## src/hw/rtl/dfps_pkg.sv

```systemverilog
// Shared types and constants for the disk-fill pixel store.
// Used by the controller, datapath, top level and checker; no dependencies.
package dfps_pkg;

    // Operation codes carried in the low bits of the input word
    typedef enum logic [1:0] {
        OP_WRITE       = 2'd0,
        OP_FILL        = 2'd1,
        OP_READ        = 2'd2,
        OP_CLEAR_DIRTY = 2'd3
    } op_t;

    // Input word layout (lowest bit first)
    localparam int OP_LSB     = 0;
    localparam int OP_W       = 2;
    localparam int COORD_W    = 12;
    localparam int CX_LSB     = OP_LSB + OP_W;
    localparam int CY_LSB     = CX_LSB + COORD_W;
    localparam int RAD_W      = 8;
    localparam int RAD_LSB    = CY_LSB + COORD_W;
    localparam int PIX_W      = 32;
    localparam int COLOUR_LSB = RAD_LSB + RAD_W;
    localparam int IN_BITS    = COLOUR_LSB + PIX_W;
    localparam int IN_TDATA_W = ((IN_BITS + 7) / 8) * 8;

    // Output word layout (lowest bit first)
    localparam int COUNT_W     = 13;
    localparam int RD_LSB      = 0;
    localparam int COUNT_LSB   = RD_LSB + PIX_W;
    localparam int DIRTY_LSB   = COUNT_LSB + COUNT_W;
    localparam int OUT_BITS    = DIRTY_LSB + 1;
    localparam int OUT_TDATA_W = ((OUT_BITS + 7) / 8) * 8;

    localparam logic [COUNT_W-1:0] COUNT_MAX = '1;

    // Scan offset width: covers -127 .. 126
    localparam int OFS_W = 9;
    // Magnitude of an offset: at most 127
    localparam int MAG_W = 7;

    // Controller to datapath commands
    typedef struct packed {
        logic clear_step;    // write one all-ones entry of the reset sweep
        logic load;          // capture the input word
        logic start;         // set scan offsets, clear count and read data
        logic eval;          // test the current point and queue its write
        logic disk_test;     // apply the disk test and advance the scan
        logic read_issue;    // present the point address to the read port
        logic read_capture;  // take the registered read data
        logic clear_dirty;   // drop the dirty flag
        logic result_load;   // move the result into the output register
    } cmd_t;

    // Datapath to controller status
    typedef struct packed {
        logic clear_last;    // sweep is at the last entry
        op_t  op;            // operation of the held word
        logic box_empty;     // half extent is zero
        logic scan_last;     // scan is at the last point of the box
    } status_t;

endpackage

```

## src/hw/rtl/dfps_ctrl.sv

```systemverilog
// Controller state machine for the disk-fill pixel store.
// Depends on dfps_pkg; drives the datapath through dfps_pkg::cmd_t.
module dfps_ctrl (
    input  logic              aclk,
    input  logic              aresetn,
    input  logic              s_tvalid,
    output logic              s_tready,
    output logic              m_tvalid,
    input  logic              m_tready,
    input  dfps_pkg::status_t status,
    output dfps_pkg::cmd_t    cmd
);

    typedef enum logic [7:0] {
        S_CLEAR     = 8'b0000_0001,
        S_IDLE      = 8'b0000_0010,
        S_DISPATCH  = 8'b0000_0100,
        S_WRITE     = 8'b0000_1000,
        S_SCAN      = 8'b0001_0000,
        S_READ      = 8'b0010_0000,
        S_READ_WAIT = 8'b0100_0000,
        S_FINISH    = 8'b1000_0000
    } state_t;

    state_t state_reg, state_next;
    logic   m_tvalid_reg, m_tvalid_next;
    logic   out_free;

    assign out_free = !m_tvalid_reg || m_tready;

    // Next state and commands
    always_comb begin
        state_next = state_reg;
        cmd        = '0;
        unique case (state_reg)
            S_CLEAR: begin
                cmd.clear_step = 1'b1;
                if (status.clear_last) begin
                    state_next = S_IDLE;
                end
            end
            S_IDLE: begin
                if (s_tvalid) begin
                    cmd.load   = 1'b1;
                    state_next = S_DISPATCH;
                end
            end
            S_DISPATCH: begin
                cmd.start = 1'b1;
                unique case (status.op)
                    dfps_pkg::OP_WRITE: state_next = S_WRITE;
                    dfps_pkg::OP_FILL: begin
                        state_next = status.box_empty ? S_FINISH : S_SCAN;
                    end
                    dfps_pkg::OP_READ: state_next = S_READ;
                    dfps_pkg::OP_CLEAR_DIRTY: begin
                        cmd.clear_dirty = 1'b1;
                        state_next      = S_FINISH;
                    end
                endcase
            end
            S_WRITE: begin
                cmd.eval   = 1'b1;
                state_next = S_FINISH;
            end
            S_SCAN: begin
                cmd.eval      = 1'b1;
                cmd.disk_test = 1'b1;
                if (status.scan_last) begin
                    state_next = S_FINISH;
                end
            end
            S_READ: begin
                cmd.read_issue = 1'b1;
                state_next     = S_READ_WAIT;
            end
            S_READ_WAIT: begin
                cmd.read_capture = 1'b1;
                state_next       = S_FINISH;
            end
            S_FINISH: begin
                if (out_free) begin
                    cmd.result_load = 1'b1;
                    state_next      = S_IDLE;
                end
            end
            default: begin
                state_next = S_CLEAR;
            end
        endcase
    end

    // Output valid: set on load, drop when taken
    always_comb begin
        m_tvalid_next = m_tvalid_reg;
        priority if (cmd.result_load) begin
            m_tvalid_next = 1'b1;
        end else if (m_tready) begin
            m_tvalid_next = 1'b0;
        end
    end

    always_ff @(posedge aclk) begin
        if (!aresetn) begin
            state_reg    <= S_CLEAR;
            m_tvalid_reg <= 1'b0;
        end else begin
            state_reg    <= state_next;
            m_tvalid_reg <= m_tvalid_next;
        end
    end

    assign s_tready = (state_reg == S_IDLE);
    assign m_tvalid = m_tvalid_reg;

endmodule

```

## config.mk

```make
export PLATFORM = sky130hd
export DESIGN_NAME = dfps_ctrl
export DESIGN_NICKNAME = d
export VERILOG_FILES = /design/src/hw/rtl/dfps_pkg.sv /design/src/hw/rtl/dfps_ctrl.sv
export SDC_FILE = /design/constraint.sdc
export NUM_CORES = 1
export LEC_CHECK = 0
export BUFFER_PORTS_ARGS = -buffer_cell sky130_fd_sc_hd__buf_2
export CELL_PAD_IN_SITES_DETAIL_PLACEMENT = 1
export CELL_PAD_IN_SITES_GLOBAL_PLACEMENT = 1
export CORE_MARGIN = 2
export CORE_UTILIZATION = 34
export CTS_CLUSTER_SIZE = 20
export DETAILED_ROUTE_END_ITERATION = 10
export PLACE_DENSITY = 0.84
export SLEW_MARGIN = 10
export SYNTH_ARGS = -nofsm -noshare
export SYNTH_HDL_FRONTEND = slang
export SYNTH_SLANG_ARGS = --single-unit
```

## constraint.sdc

```tcl
create_clock -name aclk -period 2.3 [get_ports aclk]
set_input_delay 0.23 -clock aclk [delete_from_list [all_inputs] [get_ports aclk]]
set_output_delay 0.23 -clock aclk [all_outputs]
set_load 0.005 [all_outputs]
```

==> impl_metrics.toml <==
[clocking]
cts_num_sinks = 9
insertion_delay_ns = 0.27
htreeDepth = 1
cts_setup_buffers = 0
cts_tree = "yes"
ctsHoldBuffers = 0
cts_buffers = 3
cts_resized = 0
root_buffer = "clkbuf_4"
cts_buffer_depth = 2
clk_pin_slew_ns = 0.06

[floorplan]
fp.dieH_um = 46.21
core_area_um2 = 1708
row_count = 15
io_pins = 20
die_area_um2 = 2135
initial_utilization_pct = 35.46
die_w_um = 46.21

[timing]
rsz0062_at_grt = "no"
final.setup_skew_ns = 0.01105
whs_ns = 0.1777
hold_viol = 0
slew_headroom_pct = 54.30
max_clock_freq_mhz = 503.7
setup_tns_ns = 0
finalWorstSetupSlack_ns = 0.3146
fin_crit_sh_pct = 86.32
period_needed_ns = 1.985
finalSetupViolCount = 0
drv_slew = 0
worst-slew-pin-transition_ns = 0.6760

[worst_setup_path]
crit_chain = "or4_1 -> or4_4 -> and2_4 -> and3_1"
crit_path_max_incr_delay_ns = 0.64
path_delay_family = "simple AND/OR/NAND/NOR gates"
regToRegSetupSlack_ns = 0.31
startpoint_type = "flip-flop"
cp-end-kind = "flip-flop"
cp_slowest_cell = "or4_1"
crit_cells = 4
path_class = "flip-flop to flip-flop"
cp.required_ns = 2.45
crit_arrival_ns = 2.14
worstPathMaxFanout = 7
path_buf_inv = 0
ff2ff_path_depth = 4

[detailed_routing]
drt-initial-drc-count = 14
drt_first_pass_iters = 4
dr_total_vias = 655
routed_via_density = 5.696
drt_wl_total_um = 1587
antenna_left = 0
drcViolationCount = 0
routedWlPerCell_um = 13.80

[placement]
port_buffers = 19
dp.cells = 111
post-place-ws_ns = 0.3268
place_area_um2 = 703.2
place.gp.congestion = 0.7500
dp_hpwl_um = 1279

[power_and_ir_drop]
p_per_area_nw_per_um2 = 802.5
p_leak_nw = 0.3181
ir_drop_mv = 0.5327
power_mw = 0.5854

[grt]
grt_pass1_wl_um = 2684
grt_use_met2_pct = 29.44
busiest_layer = "met2"
grt_max_degree = 12
grt_pass1_vias = 655
antenna_found_initial = 0
track_usage_pct = 17.55
grt_util_met1_pct = 21.04
grtUsageMet3_pct = 2.353
grt_overflow_total = 0

[yosys]
synthArstFlopShare_pct = 0
synthesis.nets = 82
synthCells = 73
synth_area_um2 = 605.6
syn_area_per_cell_um2 = 8.296
synth_ff_type = "dfxtp_1"
ys_seq_elements = 9
ys_types = 35
synth_edf_count = 0
yosysWarnings = 0
synth-seq-area-share_pct = 29.75

[layout]
final_cells = 115
nNetsFinal = 100
most-common-layout-cells = "buf_2, dfxtp_1, nor2_1"
design_area_um2 = 729.5
utilization_pct = 42.71
drive_gt1_share_pct = 31.11
area_delta_synth_final_pct = 20.45
layout_commonest_cell = "buf_2"
nFillCells = 216
largest_reg_flops = 8
antenna_cells = 0

[run_status]
status = "completed"

[min_path]
hp-class = "primary input to flip-flop"
hold_depth = 2

[run]
drv_cap = 0
cell usage after synthesis (2+ instances only):
master	instances	share of area, %
xnor2_1	2	2.9
o211ai_1	2	2.5
and3_1	3	3.1
nor4b_1	4	5.8
inv_1	4	2.5
nor3_1	3	2.5
buf_2	2	1.7
nor3b_1	2	2.5
a21oi_1	2	1.7
and4b_1	3	5.0
nor2_1	6	3.7
buf_4	2	2.5
clkbuf_1	3	1.9
nor4_1	4	4.1
nand3_1	2	1.7
dfxtp_1	9	30
and4b_2	2	3.7
layout make-up:
type | count | area, um^2 | share of cell area, %
tap | 25 | 31.28 | 4.288
multi-input combinational | 53 | 374.1 | 51.29
clock buffer | 4 | 26.28 | 3.602
inverter | 4 | 15.01 | 2.058
timing repair buffer | 20 | 102.6 | 14.07
sequential | 9 | 180.2 | 24.70
logic make-up after synthesis:
kind of cell           Yosys count  synth area share, %
AO/OA/AOI/OAI                   12                15.50
buffers and inverters           11                8.470
XOR/XNOR                         2                2.893
AND/OR/NAND/NOR                 39                43.39
flip-flops                       9                29.75
per-layer routing:
layer	wire length, um	up-vias	part of all wire, %
li1	-	316	-
met3	81	2	5.1
met4	15	0	0.95
met1	737	312	46
met5	0	-	0
met2	752	25	47
path summary, 6_finish.rpt:
kind	startpoint	end
worst max-delay path	state_reg[7]	state_reg[2]
worst min-delay path	status[3]	state_reg[3]
worst max register to register	state_reg[7]	state_reg[2]
worst min register to register	m_tvalid	m_tvalid
where the power goes:
| group | switching (mW) | internal (mW) |
|---|---|---|
| logic | 0.123 | 0.122 |
| clock network | 0.0586 | 0.0669 |
| registers | 0.0399 | 0.175 |
| total | 0.221 | 0.364 |
Power figures use the tool's default switching activity.
